===== src/rtl/hrsd_pkg.sv =====
// Shared types, codes and constants for the heater run-state supervisor.
package hrsd_pkg;

    // Field widths
    localparam int TIME_W    = 32;
    localparam int TEMP_W    = 16;
    localparam int STATE_W   = 3;
    localparam int MODE_W    = 3;
    localparam int CFG_W     = 16;
    localparam int CFG_IDX_W = 3;
    localparam int IN_W      = 72;
    localparam int OUT_W     = 24;

    // Run state codes
    localparam logic [STATE_W-1:0] ST_BOOT    = 3'd0;
    localparam logic [STATE_W-1:0] ST_IDLE    = 3'd1;
    localparam logic [STATE_W-1:0] ST_CAL     = 3'd2;
    localparam logic [STATE_W-1:0] ST_NOCAL   = 3'd3;
    localparam logic [STATE_W-1:0] ST_STANDBY = 3'd4;
    localparam logic [STATE_W-1:0] ST_HEATING = 3'd5;
    localparam logic [STATE_W-1:0] ST_READY   = 3'd6;
    localparam logic [STATE_W-1:0] ST_FAULT   = 3'd7;

    // Heat mode codes
    localparam logic [MODE_W-1:0] MD_IDLE     = 3'd0;
    localparam logic [MODE_W-1:0] MD_CAL      = 3'd1;
    localparam logic [MODE_W-1:0] MD_STANDBY  = 3'd2;
    localparam logic [MODE_W-1:0] MD_HEATUP   = 3'd3;
    localparam logic [MODE_W-1:0] MD_COOLDOWN = 3'd4;
    localparam logic [MODE_W-1:0] MD_HOLD     = 3'd5;
    localparam logic [MODE_W-1:0] MD_FAULT    = 3'd6;

    // Configuration register indexes
    localparam logic [CFG_IDX_W-1:0] REG_HEAT_ENTER = 3'd0;
    localparam logic [CFG_IDX_W-1:0] REG_HEAT_EXIT  = 3'd1;
    localparam logic [CFG_IDX_W-1:0] REG_COOL_ENTER = 3'd2;
    localparam logic [CFG_IDX_W-1:0] REG_COOL_EXIT  = 3'd3;
    localparam logic [CFG_IDX_W-1:0] REG_DEBOUNCE   = 3'd4;
    localparam logic [CFG_IDX_W-1:0] REG_STANDBY    = 3'd5;

    // Configuration reset values
    localparam logic [CFG_W-1:0] RST_HEAT_ENTER = 16'd90;
    localparam logic [CFG_W-1:0] RST_HEAT_EXIT  = 16'd20;
    localparam logic [CFG_W-1:0] RST_COOL_ENTER = 16'd120;
    localparam logic [CFG_W-1:0] RST_COOL_EXIT  = 16'd40;
    localparam logic [CFG_W-1:0] RST_DEBOUNCE   = 16'd500;
    localparam logic [CFG_W-1:0] RST_STANDBY    = 16'd1800;

    // Configuration register set
    typedef struct packed {
        logic [CFG_W-1:0] heat_enter_band;
        logic [CFG_W-1:0] heat_exit_band;
        logic [CFG_W-1:0] cool_enter_band;
        logic [CFG_W-1:0] cool_exit_band;
        logic [CFG_W-1:0] debounce_time;
        logic [CFG_W-1:0] standby_target;
    } cfg_t;

    // One supervisor tick
    typedef struct packed {
        logic [TIME_W-1:0] time_ms;
        logic [TEMP_W-1:0] tip_temp;
        logic [TEMP_W-1:0] user_target;
        logic              is_docked;
        logic              cal_valid;
        logic              cal_session;
        logic              heater_present;
        logic              fault_active;
        logic              ack_request;
    } item_t;

    // Supervisor state
    typedef struct packed {
        logic [STATE_W-1:0] current_state;
        logic [MODE_W-1:0]  current_mode;
        logic [STATE_W-1:0] pending_state;
        logic [MODE_W-1:0]  pending_mode;
        logic [TIME_W-1:0]  pending_since;
        logic               fault_latched;
    } state_t;

    // One result
    typedef struct packed {
        logic [STATE_W-1:0] run_state;
        logic [MODE_W-1:0]  heat_mode;
        logic [TEMP_W-1:0]  effective_target;
        logic               standby_on;
        logic               ack_accepted;
    } result_t;

endpackage


===== src/rtl/hrsd_cfg.sv =====
// Configuration register file for the heater run-state supervisor.
module hrsd_cfg
(
    input  logic                           clk,
    input  logic                           rst_n,
    input  logic                           cfg_we,
    input  logic [hrsd_pkg::CFG_IDX_W-1:0] cfg_index,
    input  logic [hrsd_pkg::CFG_W-1:0]     cfg_data,
    output hrsd_pkg::cfg_t                 cfg
);

    hrsd_pkg::cfg_t cfg_reg;

    // Register writes; indexes past the list are dropped
    always_ff @(posedge clk or negedge rst_n)
    begin
        if (!rst_n)
        begin
            cfg_reg.heat_enter_band <= hrsd_pkg::RST_HEAT_ENTER;
            cfg_reg.heat_exit_band  <= hrsd_pkg::RST_HEAT_EXIT;
            cfg_reg.cool_enter_band <= hrsd_pkg::RST_COOL_ENTER;
            cfg_reg.cool_exit_band  <= hrsd_pkg::RST_COOL_EXIT;
            cfg_reg.debounce_time   <= hrsd_pkg::RST_DEBOUNCE;
            cfg_reg.standby_target  <= hrsd_pkg::RST_STANDBY;
        end
        else if (cfg_we)
        begin
            unique case (cfg_index)
                hrsd_pkg::REG_HEAT_ENTER: cfg_reg.heat_enter_band <= cfg_data;
                hrsd_pkg::REG_HEAT_EXIT:  cfg_reg.heat_exit_band  <= cfg_data;
                hrsd_pkg::REG_COOL_ENTER: cfg_reg.cool_enter_band <= cfg_data;
                hrsd_pkg::REG_COOL_EXIT:  cfg_reg.cool_exit_band  <= cfg_data;
                hrsd_pkg::REG_DEBOUNCE:   cfg_reg.debounce_time   <= cfg_data;
                hrsd_pkg::REG_STANDBY:    cfg_reg.standby_target  <= cfg_data;
                default:                  ;
            endcase
        end
    end

    assign cfg = cfg_reg;

endmodule


===== src/rtl/hrsd_core.sv =====
// Decision logic: target selection, hysteresis, debounce and fault latch.
module hrsd_core
(
    input  hrsd_pkg::cfg_t    cfg,
    input  hrsd_pkg::item_t   item,
    input  hrsd_pkg::state_t  state,
    output hrsd_pkg::state_t  state_next,
    output hrsd_pkg::result_t result
);

    localparam int CMP_W = hrsd_pkg::TEMP_W + 1;

    logic [hrsd_pkg::TEMP_W-1:0]  target;
    logic                         standby_on;
    logic                         ack_ok;
    hrsd_pkg::state_t             st1;
    logic                         latch;
    logic [hrsd_pkg::MODE_W-1:0]  rest_mode;
    logic                         continuing;
    logic [CMP_W-1:0]             tip_w;
    logic [CMP_W-1:0]             tgt_w;
    logic                         below_exit;
    logic                         below_enter;
    logic                         above_exit;
    logic                         above_enter;
    logic [hrsd_pkg::MODE_W-1:0]  dmd;
    logic [hrsd_pkg::STATE_W-1:0] dst;
    logic [hrsd_pkg::TIME_W-1:0]  elapsed;
    logic                         take_now;
    logic                         differs;

    // Target in use
    always_comb
    begin
        standby_on = 1'b0;
        if (!item.heater_present)
        begin
            target = cfg.standby_target;
        end
        else if (item.is_docked)
        begin
            target     = cfg.standby_target;
            standby_on = 1'b1;
        end
        else
        begin
            target = item.user_target;
        end
    end

    // An acknowledge with no fault active clears the latch and drops to idle before anything else
    assign ack_ok = item.ack_request && !item.fault_active;

    always_comb
    begin
        st1 = state;
        if (ack_ok)
        begin
            st1.current_state = hrsd_pkg::ST_IDLE;
            st1.current_mode  = hrsd_pkg::MD_IDLE;
            st1.pending_state = hrsd_pkg::ST_IDLE;
            st1.pending_mode  = hrsd_pkg::MD_IDLE;
            st1.pending_since = item.time_ms;
            st1.fault_latched = 1'b0;
        end
        st1.fault_latched = st1.fault_latched | item.fault_active;
    end

    assign latch = st1.fault_latched || (st1.current_state == hrsd_pkg::ST_FAULT);

    // Hysteresis compares, one bit wider so band plus value never wraps
    assign tip_w       = {1'b0, item.tip_temp};
    assign tgt_w       = {1'b0, target};
    assign below_exit  = (tip_w + {1'b0, cfg.heat_exit_band}) < tgt_w;
    assign below_enter = (tip_w + {1'b0, cfg.heat_enter_band}) < tgt_w;
    assign above_exit  = tip_w > (tgt_w + {1'b0, cfg.cool_exit_band});
    assign above_enter = tip_w > (tgt_w + {1'b0, cfg.cool_enter_band});

    assign rest_mode  = item.is_docked ? hrsd_pkg::MD_STANDBY : hrsd_pkg::MD_HOLD;
    assign continuing = (st1.current_mode == hrsd_pkg::MD_HEATUP)
                     || (item.is_docked  && st1.current_mode == hrsd_pkg::MD_STANDBY)
                     || (!item.is_docked && st1.current_mode == hrsd_pkg::MD_IDLE);

    // Desired mode
    always_comb
    begin
        priority if (continuing)
            dmd = below_exit ? hrsd_pkg::MD_HEATUP : rest_mode;
        else if (st1.current_mode == hrsd_pkg::MD_COOLDOWN)
            dmd = above_exit ? hrsd_pkg::MD_COOLDOWN : rest_mode;
        else if (below_enter)
            dmd = hrsd_pkg::MD_HEATUP;
        else if (above_enter)
            dmd = hrsd_pkg::MD_COOLDOWN;
        else
            dmd = rest_mode;
    end

    // Desired run state
    always_comb
    begin
        priority if (item.is_docked)
            dst = hrsd_pkg::ST_STANDBY;
        else if (dmd == hrsd_pkg::MD_HEATUP)
            dst = hrsd_pkg::ST_HEATING;
        else if (dmd == hrsd_pkg::MD_COOLDOWN)
            dst = hrsd_pkg::ST_IDLE;
        else
            dst = hrsd_pkg::ST_READY;
    end

    // Debounce timing on wrapping time
    assign elapsed  = item.time_ms - st1.pending_since;
    assign take_now = (st1.current_state == hrsd_pkg::ST_BOOT)
                   || (dst == st1.current_state && dmd == st1.current_mode);
    assign differs  = (dst != st1.pending_state) || (dmd != st1.pending_mode);

    // Next state
    always_comb
    begin
        state_next = st1;
        priority if (latch)
        begin
            state_next.current_state = hrsd_pkg::ST_FAULT;
            state_next.current_mode  = hrsd_pkg::MD_FAULT;
        end
        else if (!item.heater_present)
        begin
            state_next.current_state = hrsd_pkg::ST_IDLE;
            state_next.current_mode  = hrsd_pkg::MD_IDLE;
        end
        else if (item.cal_session)
        begin
            state_next.current_state = hrsd_pkg::ST_CAL;
            state_next.current_mode  = hrsd_pkg::MD_CAL;
            state_next.pending_state = hrsd_pkg::ST_CAL;
            state_next.pending_mode  = hrsd_pkg::MD_CAL;
            state_next.pending_since = item.time_ms;
        end
        else if (!item.cal_valid)
        begin
            if (item.is_docked)
            begin
                state_next.current_state = hrsd_pkg::ST_STANDBY;
                state_next.current_mode  = hrsd_pkg::MD_STANDBY;
                state_next.pending_state = hrsd_pkg::ST_STANDBY;
                state_next.pending_mode  = hrsd_pkg::MD_STANDBY;
            end
            else
            begin
                state_next.current_state = hrsd_pkg::ST_NOCAL;
                state_next.current_mode  = hrsd_pkg::MD_IDLE;
                state_next.pending_state = hrsd_pkg::ST_NOCAL;
                state_next.pending_mode  = hrsd_pkg::MD_IDLE;
            end
            state_next.pending_since = item.time_ms;
        end
        else if (take_now)
        begin
            state_next.current_state = dst;
            state_next.current_mode  = dmd;
            state_next.pending_state = dst;
            state_next.pending_mode  = dmd;
            state_next.pending_since = item.time_ms;
        end
        else if (differs)
        begin
            state_next.pending_state = dst;
            state_next.pending_mode  = dmd;
            state_next.pending_since = item.time_ms;
        end
        else if (elapsed >= {{(hrsd_pkg::TIME_W-hrsd_pkg::CFG_W){1'b0}}, cfg.debounce_time})
        begin
            state_next.current_state = dst;
            state_next.current_mode  = dmd;
        end
        else
        begin
            state_next.current_state = st1.current_state;
        end
    end

    // Result fields
    assign result.run_state        = state_next.current_state;
    assign result.heat_mode        = state_next.current_mode;
    assign result.effective_target = target;
    assign result.standby_on       = standby_on;
    assign result.ack_accepted     = ack_ok;

endmodule


===== src/rtl/heater_run_state_debounced_mode.sv =====
// Top level of the heater run-state supervisor: input register, state and result register.
//
// One item on the slave stream is one supervisor tick; one item on the master
// stream is the run state, heat mode and target decided for that tick.
// Ticks are processed strictly in order, each seeing the state left by the one
// before it. Configuration writes (cfg_we, cfg_index, cfg_data) set the
// hysteresis bands, debounce time and standby target; write only while idle.
//
// A tick accepted into the input register is decided by the combinational core,
// written to the result register once that register is free or being taken,
// and is then offered on the master side.
// Throughput: one tick per cycle while m_tready is high, set by the combinational
// decision logic between the input register and the result register.
// Stall: while m_tready is low the result holds; one further tick is taken
// into the input register, then s_tready drops until the result is taken.
// Reset: state returns to boot/idle with no pending change and the fault
// latch clear; configuration returns to its defaults; both streams empty.
module heater_run_state_debounced_mode
(
    input  logic                           clk,
    input  logic                           rst_n,
    // slave: time_ms[31:0], tip_temp[47:32], user_target[63:48], is_docked[64],
    //        cal_valid[65], cal_session[66], heater_present[67], fault_active[68],
    //        ack_request[69], zero pad[71:70]
    input  logic                           s_tvalid,
    output logic                           s_tready,
    input  logic [hrsd_pkg::IN_W-1:0]      s_tdata,
    // master: run_state[2:0], heat_mode[5:3], effective_target[21:6],
    //         standby_on[22], ack_accepted[23]
    output logic                           m_tvalid,
    input  logic                           m_tready,
    output logic [hrsd_pkg::OUT_W-1:0]     m_tdata,
    input  logic                           cfg_we,
    input  logic [hrsd_pkg::CFG_IDX_W-1:0] cfg_index,
    input  logic [hrsd_pkg::CFG_W-1:0]     cfg_data
);

    hrsd_pkg::cfg_t    cfg;
    hrsd_pkg::item_t   item;
    hrsd_pkg::state_t  state_reg;
    hrsd_pkg::state_t  state_next;
    hrsd_pkg::result_t result;

    logic                      in_valid_reg;
    logic [hrsd_pkg::IN_W-1:0] in_data_reg;
    logic                      out_valid_reg;
    hrsd_pkg::result_t         out_data_reg;
    logic                      advance;

    hrsd_cfg u_cfg
    (
        .clk       (clk),
        .rst_n     (rst_n),
        .cfg_we    (cfg_we),
        .cfg_index (cfg_index),
        .cfg_data  (cfg_data),
        .cfg       (cfg)
    );

    // Pipeline control
    assign advance  = in_valid_reg && (!out_valid_reg || m_tready);
    assign s_tready = !in_valid_reg || advance;

    // Input register
    always_ff @(posedge clk or negedge rst_n)
    begin
        if (!rst_n)
        begin
            in_valid_reg <= 1'b0;
        end
        else if (s_tready)
        begin
            in_valid_reg <= s_tvalid;
        end
    end

    always_ff @(posedge clk)
    begin
        if (s_tvalid && s_tready)
        begin
            in_data_reg <= s_tdata;
        end
    end

    // Unpack the tick fields
    assign item.time_ms        = in_data_reg[31:0];
    assign item.tip_temp       = in_data_reg[47:32];
    assign item.user_target    = in_data_reg[63:48];
    assign item.is_docked      = in_data_reg[64];
    assign item.cal_valid      = in_data_reg[65];
    assign item.cal_session    = in_data_reg[66];
    assign item.heater_present = in_data_reg[67];
    assign item.fault_active   = in_data_reg[68];
    assign item.ack_request    = in_data_reg[69];

    hrsd_core u_core
    (
        .cfg        (cfg),
        .item       (item),
        .state      (state_reg),
        .state_next (state_next),
        .result     (result)
    );

    // Supervisor state
    always_ff @(posedge clk or negedge rst_n)
    begin
        if (!rst_n)
        begin
            state_reg.current_state <= hrsd_pkg::ST_BOOT;
            state_reg.current_mode  <= hrsd_pkg::MD_IDLE;
            state_reg.pending_state <= hrsd_pkg::ST_BOOT;
            state_reg.pending_mode  <= hrsd_pkg::MD_IDLE;
            state_reg.pending_since <= '0;
            state_reg.fault_latched <= 1'b0;
        end
        else if (advance)
        begin
            state_reg <= state_next;
        end
    end

    // Result register
    always_ff @(posedge clk or negedge rst_n)
    begin
        if (!rst_n)
        begin
            out_valid_reg <= 1'b0;
        end
        else if (advance)
        begin
            out_valid_reg <= 1'b1;
        end
        else if (m_tready)
        begin
            out_valid_reg <= 1'b0;
        end
    end

    always_ff @(posedge clk)
    begin
        if (advance)
        begin
            out_data_reg <= result;
        end
    end

    assign m_tvalid = out_valid_reg;
    assign m_tdata  = {out_data_reg.ack_accepted, out_data_reg.standby_on,
                       out_data_reg.effective_target, out_data_reg.heat_mode,
                       out_data_reg.run_state};

`ifndef ASSERT_OFF
    // A latched fault always shows as the fault state in the result
    assert property (@(posedge clk) disable iff (!rst_n)
        advance && state_next.fault_latched |=>
            out_data_reg.run_state == hrsd_pkg::ST_FAULT)
        else $error("latched fault not reported");

    // An accepted acknowledge never leaves the block in fault
    assert property (@(posedge clk) disable iff (!rst_n)
        m_tvalid && out_data_reg.ack_accepted |->
            out_data_reg.run_state != hrsd_pkg::ST_FAULT)
        else $error("fault state after accepted acknowledge");

    // Every processed tick leaves boot behind
    assert property (@(posedge clk) disable iff (!rst_n)
        advance |=> state_reg.current_state != hrsd_pkg::ST_BOOT)
        else $error("still in boot after a tick");

    // A held tick is not dropped while the result side stalls
    assert property (@(posedge clk) disable iff (!rst_n)
        in_valid_reg && !advance |=> in_valid_reg && $stable(in_data_reg))
        else $error("pending tick lost during stall");
`endif

endmodule

===== config.mk =====
export PLATFORM = sky130hd
export DESIGN_NAME = heater_run_state_debounced_mode
export DESIGN_NICKNAME = d
export VERILOG_FILES = /design/src/rtl/hrsd_pkg.sv /design/src/rtl/hrsd_cfg.sv /design/src/rtl/hrsd_core.sv /design/src/rtl/heater_run_state_debounced_mode.sv
export SDC_FILE = /design/constraint.sdc
export NUM_CORES = 1
export LEC_CHECK = 0
export ABC_AREA = 1
export BUFFER_PORTS_ARGS = -buffer_cell sky130_fd_sc_hd__buf_4
export CAP_MARGIN = 20
export CORE_MARGIN = 2
export CORE_UTILIZATION = 35
export CTS_BUF_LIST = sky130_fd_sc_hd__clkbuf_2 sky130_fd_sc_hd__clkbuf_4 sky130_fd_sc_hd__clkbuf_8
export DETAILED_ROUTE_END_ITERATION = 16
export GPL_TIMING_DRIVEN = 0
export SYNTH_ARGS = -nofsm -noshare
export SYNTH_HDL_FRONTEND = slang
export SYNTH_HIERARCHICAL = 1
export SYNTH_SLANG_ARGS = --single-unit
export TNS_END_PERCENT = 50

===== constraint.sdc =====
create_clock -name clk -period 5.65 [get_ports clk]
set_input_delay 0.2825 -clock clk [delete_from_list [all_inputs] [get_ports clk]]
set_output_delay 0.2825 -clock clk [all_outputs]
set_load 0.02 [all_outputs]

==> results.txt, run 1 <==
Total GRT Usage - 0.213
Worst stage delay on the critical path - 0.44 ns
Initial DRC count - 1269
Total Nets Final - 2800
CP arrival - 6.80 ns
Sw Share - 0.438
Initial Util - 0.353
Worst reg-to-reg setup slack - -0.61 ns
Sequential cell area fraction in the yosys report - 0.374
Post-route antenna net violation count - 0
Period minus WS final - 6.26 ns
Row cnt - 81
Ys Warns - 6
Outcome - finished with violations
Combinational power share - 0.551
Reg power frac - 0.255
Synth Area per Inst - 7.88 um^2
P_leak - 0.0111 uW
Simple-gate share of the synthesized area - 0.258
Post-synth top cells - nand2_1 (665), inv_1 (229), nand3_1 (200)
Grt total ovfl - 0
Cell Area, Synth - 17200 um^2
Clock sink total - 237
Fillers - 4732
Vias in the first global route - 15600
TritonCTS clock tree - yes
Initial antenna violation count - 1
Pin count of the biggest net entering global routing - 81
Mapped Cells - 2181
Clock transition at path regs - 0.06 ns
Share of cells above drive strength 1 - 0.208
Layout area overhead - 30.2%
Die X - 226 um
Longest Clk Path Bufs - 3
Largest register FFs - 96
Max cap viols - 0
Die area - 50900 um^2
Vias per cell - 5.06
Crit path max-delay cell type - edfxtp_1
Synth cell types - 51
Post-synthesis mux area share - 0.0140
Failing checks - negative setup slack
Post-synthesis register bit count - 237
Post-synth EDFFs - 94
# IOs - 122
Critical path fanouts, max - 6
DRC viols - 0
Yosys top cell area share - 0.176
Post-synth top area cell - dfrtp_1
Die height - 226 um
DR vias - 16100
Peak VDD IR - 0.153 mV
Final instance area - 22400 um^2
Drt first pass iters - 6
Placeable Area - 48600 um^2
RSZ-0062 raised after global routing - true
Synth top area cells - dfrtp_1 (18%), edfxtp_1 (16%), nand2_1 (15%)
Ys async rst share - 0.603
Largest family of logic cells by synthesized area - simple AND/OR/NAND/NOR gates
Clk_skew - 0.0343 ns
Syn nets - 2455
Port bufs - 119
Max Slew Vio Count - 0
Synth Area in XOR/XNOR - 0.0387
Final core utilization - 0.460
Slew headroom - 0.524
Cell with the most instances after synthesis - nand2_1
Psw - 4130 uW
Crit Path Class - flop to flop
F_max - 160 MHz
Final setup margin - -0.611 ns
Main synth FF type - dfrtp_1
Power Density - 421 nW/um^2
Synth Area in Adders - 0.132
Total Wirelength - 54.4 mm
Total CTS buffers - 46
Power Total - 9420 uW
Final Setup Violations - 44
Critical path endpoint category - flop
Tcrit/Tclk final - 1.11
GPL Wtd Cong - 0.922
Worst EP required - 6.19 ns
DP Area - 18900 um^2
CTS H-tree depth - 2
Clk root buf - clkbuf_8
Worst Max-Slew Pin Slew - 0.707 ns
Wire length per cell - 17.1 um
Type of the worst min-delay path - input pin to flop
Post-detail-place hpwl - 40.0 mm
Most numerous cell on the critical path - nand2_2
Worst-Skew Late Latency - 0.63 ns
Post-synthesis compound-gate area fraction - 0.108
Internal - 5290 uW
Nature of the critical path startpoint - flop
First-pass GRT wire length - 85.0 mm
Clock share of power - 0.194
Final Hold Vio Count - 0
## power groups by stage
stage / sequential (uW) / combinational [uW] / clock [uW]
after floorplan: 2390 / 3200 / 0
after global placement: 2420 / 4240 / 0
after detailed placement: 2420 / 4360 / 0
after CTS: 2410 / 4850 / 1880
after global routing: 2450 / 5800 / 1950
final: 2410 / 5190 / 1820
## layout by cell type, fill, tap and decap left out, types with 18 or more instances in the layout
cell type	netlist	final
a21oi_2	17	26
xor2_1	50	50
clkbuf_8	0	48
a21oi_1	137	123
dfstp_2	22	22
nand3_1	200	191
edfxtp_1	94	94
dlygate4sd3_1	0	92
nand2_1	665	636
o21bai_1	18	18
ha_1	173	163
inv_1	229	215
mux2i_1	24	23
nand2_2	22	40
dfrtp_1	121	121
xnor2_1	26	26
buf_2	21	18
o21ai_0	83	71
nor2_1	105	99
buf_4	16	201
## critical path, delay by kind of cell (launching register included)
kind / cells / cell delay, ns
AO/OA/AOI/OAI: 14 / 2.07
AND/OR/NAND/NOR: 22 / 1.81
buffers and inverters: 9 / 1.15
adder cells (fa/ha/maj): 2 / 0.51
flip-flops: 1 / 0.44
XOR/XNOR: 1 / 0.16
## cell families after synthesis
family	count (synthesis)
buffers and inverters	299
AO/OA/AOI/OAI	317
multiplexers	24
flip-flops	237
AND/OR/NAND/NOR	1050
adder cells (fa/ha/maj)	178
XOR/XNOR	76
## area by class of cell
class                      count  area, um^2  share of cell area
clock buffer                  62         759              0.0340
sequential                   237        6430               0.288
clock inverter                22         185             0.00828
tap                          622         778              0.0348
timing repair buffer         297        2660               0.119
antenna                        1        2.50            0.000112
inverter                     238         923              0.0413
buffer                        61         528              0.0236
multi-input combinational   1645       10100               0.451
## per-layer routing
metal	up-vias	GRT usage	routed length, um
met5	-	0	0
met1	7593	0.303	25800
met3	85	0.0309	3010
met2	505	0.336	24400
li1	7947	-	-
met4	0	0.0596	1220
## metrics by stage
stage	instances	setup TNS, ns	hold WS [ns]	worst slack [ns]
after floorplan	2181	0	-0.0131	0.0183
final	3185	-22.01	0.0559	-0.611
after global placement	2922	-64.11	0.448	-1.58
after global routing	3185	-34.41	0.0765	-0.887
after detailed placement	2925	-71.59	0.339	-1.77
after CTS	3160	-17.00	0.0138	-0.488
## repair_timing
item / in CTS / in global routing
pin swaps: 73 / 62
hold buffers: 92 / 0
endpoints found under the hold margin: 228 / 0
setup buffers: 54 / 24
setup endpoints to repair: 50 / 49
gates cloned: 5 / 0
gates resized for setup: 135 / 80
## worst paths after layout
path / cells past startpoint / from / endpoint
max reg2reg: 48 / in_data_reg[64] / state_reg[29]
min in group asynchronous: 2 / rst_n / in_valid_reg
max in group asynchronous: 3 / rst_n / u_cfg/cfg[83]
max: 48 / in_data_reg[64] / state_reg[29]
min reg2reg: 2 / u_cfg/cfg[24] / u_cfg/cfg[24]
min: 5 / cfg_we / u_cfg/cfg[35]
Note: power is estimated with default switching activity, not from simulation.
==> run 2, diff against run 1 <==
Settings changed: HOLD_SLACK_MARGIN set to 0.08.
Clock period 5.65 ns to 7.26 ns, I/O delays scaled along.
==> results.txt, run 2 (synthesized netlist as in run 1, its figures left out) <==
Total CTS buffers - 44 (-4.3%)
Total Wirelength - 51.5 mm (-5.3%)
CP top delay family - simple AND/OR/NAND/NOR gates
Power Density - 325 nW/um^2 (-23%)
Grt total ovfl - 0 (unchanged)
CTS H-tree depth - 2 (unchanged)
Port bufs - 119 (unchanged)
Post-detail-place hpwl - 39.8 mm (-0.71%)
Initial Util - 0.353 (unchanged)
Pre-CTS setup slack - -0.398 ns (+1.37 ns)
Share of cells above drive strength 1 - 0.151 (-0.0567)
Power Total - 6820 uW (-28%)
Final setup margin - 0.430 ns (+1.04 ns)
Worst-Skew Late Latency - 0.65 ns (+0.02 ns)
Clk root buf - clkbuf_8
Initial DRC count - 1173 (-7.6%)
Multi-input gate area - 9560 um^2 (-5.3%)
Worst EP required - 7.80 ns (+1.61 ns)
Drt first pass iters - 6 (unchanged)
Commonest non-fill, non-tap cell in the layout - nand2_1
Type of the worst min-delay path - input pin to flop
Final core utilization - 0.432 (-0.0281)
Vias per cell - 5.00 (-1.2%)
Clock transition at path regs - 0.07 ns (about the same)
GRT busiest layer - met2
Worst Max-Slew Pin Slew - 0.923 ns (+0.216 ns)
TritonCTS clock tree - yes
Max Slew Vio Count - 0 (unchanged)
M2 GR Usage - 0.312 (-0.0248)
RR Startpoint - in_data_reg[64]
F_max - 146 MHz (-8.3%)
P_leak - 0.0105 uW (-5.0%)
Pin count of the biggest net entering global routing - 98 (+21%)
Die height - 226 um (unchanged)
Diode count - 0 (-1)
Grt met3 use - 0.0300 (-0.000913)
Longest Clk Path Bufs - 3 (unchanged)
CP Launch Point - in_data_reg[64]
Worst stage delay on the critical path - 0.50 ns (+0.06 ns)
Clk_skew - 0.0529 ns (+0.0186 ns)
Initial antenna violation count - 0 (-1)
Nature of the critical path startpoint - flop
# IOs - 122 (unchanged)
Critical path endpoint category - flop
DRC viols - 0 (unchanged)
Placed insts - 2925 (unchanged)
Final Setup Violations - 0 (-100%)
Peak VDD IR - 0.106 mV (-31%)
Met1 usage - 0.296 (-0.00668)
Clock sink total - 237 (unchanged)
GPL Wtd Cong - 0.933 (+1.1%)
Row cnt - 81 (unchanged)
First-pass GRT wire length - 80.7 mm (-5.0%)
DR vias - 15500 (-3.7%)
FF/Latch Area - 6430 um^2 (unchanged)
Worst reg-to-reg setup slack - 0.43 ns (+1.04 ns)
Vias in the first global route - 14900 (-4.8%)
Max cap viols - 0 (unchanged)
Wire length per cell - 16.6 um (-2.9%)
Die area - 50900 um^2 (unchanged)
Total Nets Final - 2722 (-2.8%)
Period minus WS final - 6.83 ns (+0.569 ns)
Crit Path Class - flop to flop
Crit path max-delay cell type - edfxtp_1
Most frequent cells in the layout - nand2_1 (663), inv_1 (228), nand3_1 (200)
CP arrival - 7.37 ns (+0.57 ns)
Outcome - finished, final reports clean
Post-route antenna net violation count - 0 (unchanged)
Die X - 226 um (unchanged)
Most numerous cell on the critical path - nand2_1
Total GRT Usage - 0.203 (-0.0103)
Layout area overhead - 22.2%
Placeable Area - 48600 um^2 (unchanged)
Non-Filler Instances - 3106 (-2.5%)
Largest register FFs - 96 (unchanged)
Worst Hold Slack - 0.137 ns (+0.0812 ns)
Critical path fanouts, max - 10 (+4)
Final Hold Vio Count - 0 (unchanged)
Slew headroom - 0.385 (-0.139)
Fillers - 4856 (+2.6%)
Tcrit/Tclk final - 0.941 (-0.167)
Buffers and inverters on the worst path - 7 (-2)
Min-delay src - cfg_we
[run 2: changes by cell type in the layout (fill, tap and decap cells not counted), sizes merged]
| cell | change |
|---|---|
| buf | -74 |
| diode | -1 |
| clkinv | -9 |
| clkbuf | +6 |
| bufinv | -1 |
[run 2: final timing paths]
check                                end  depth (start not counted)
hold reg to reg             u_cfg/cfg[9]                          2
max in group asynchronous  u_cfg/cfg[84]                          3
min in group asynchronous   in_valid_reg                          2
setup reg to reg           state_reg[30]                         46
setup / recovery           state_reg[30]                         46
hold / removal             u_cfg/cfg[47]                          5
[run 2: repair_timing]
item | in CTS | in global routing
setup buffers | 0 | 7
gates resized for setup | 14 | 34
pin swaps | 0 | 5
hold buffers | 92 | 0
gates cloned | 0 | 0
endpoints found under the setup margin | 43 | 44
hold endpoints to repair | 213 | 0
[run 2: per-layer routing]
layer	share of wire	vias up
li1	-	7786
met1	0.49	7226
met2	0.43	449
met3	0.055	74
met4	0.022	0
met5	0	-
[run 2: layout make-up]
cell class                      instances  share of cell area
Buffer                                 61              0.0198
Clock buffer                           70              0.0402
Clock inverter                         12             0.00572
Inverter                              238              0.0429
Multi-Input combinational cell       1645               0.455
Sequential cell                       237               0.306
Tap cell                              622              0.0371
Timing Repair Buffer                  221              0.0927
[run 2: worst register-to-register path: cells and delay by family, from the launching register on]
family,cells,cell delay [ns]
AOI/OAI and AO/OA,13,2.05
buffers and inverters,7,1.14
adders and majority gates,2,0.61
DFF,1,0.50
and+or+nand+nor,23,2.29
xor gates and xnor gates,1,0.15
[run 2: power by group]
group	internal (uW)	switching (uW)
registers	1690	171
logic	1330	2190
clock network	813	612
[run 2: per-stage QoR]
stage	setup TNS, ns	area [um^2]
after global placement	-2.10	18900
after floorplan	0	17200
after CTS	0	20800
final	0	21000
after detailed placement	-8.04	18900
after global routing	-0.228	21000
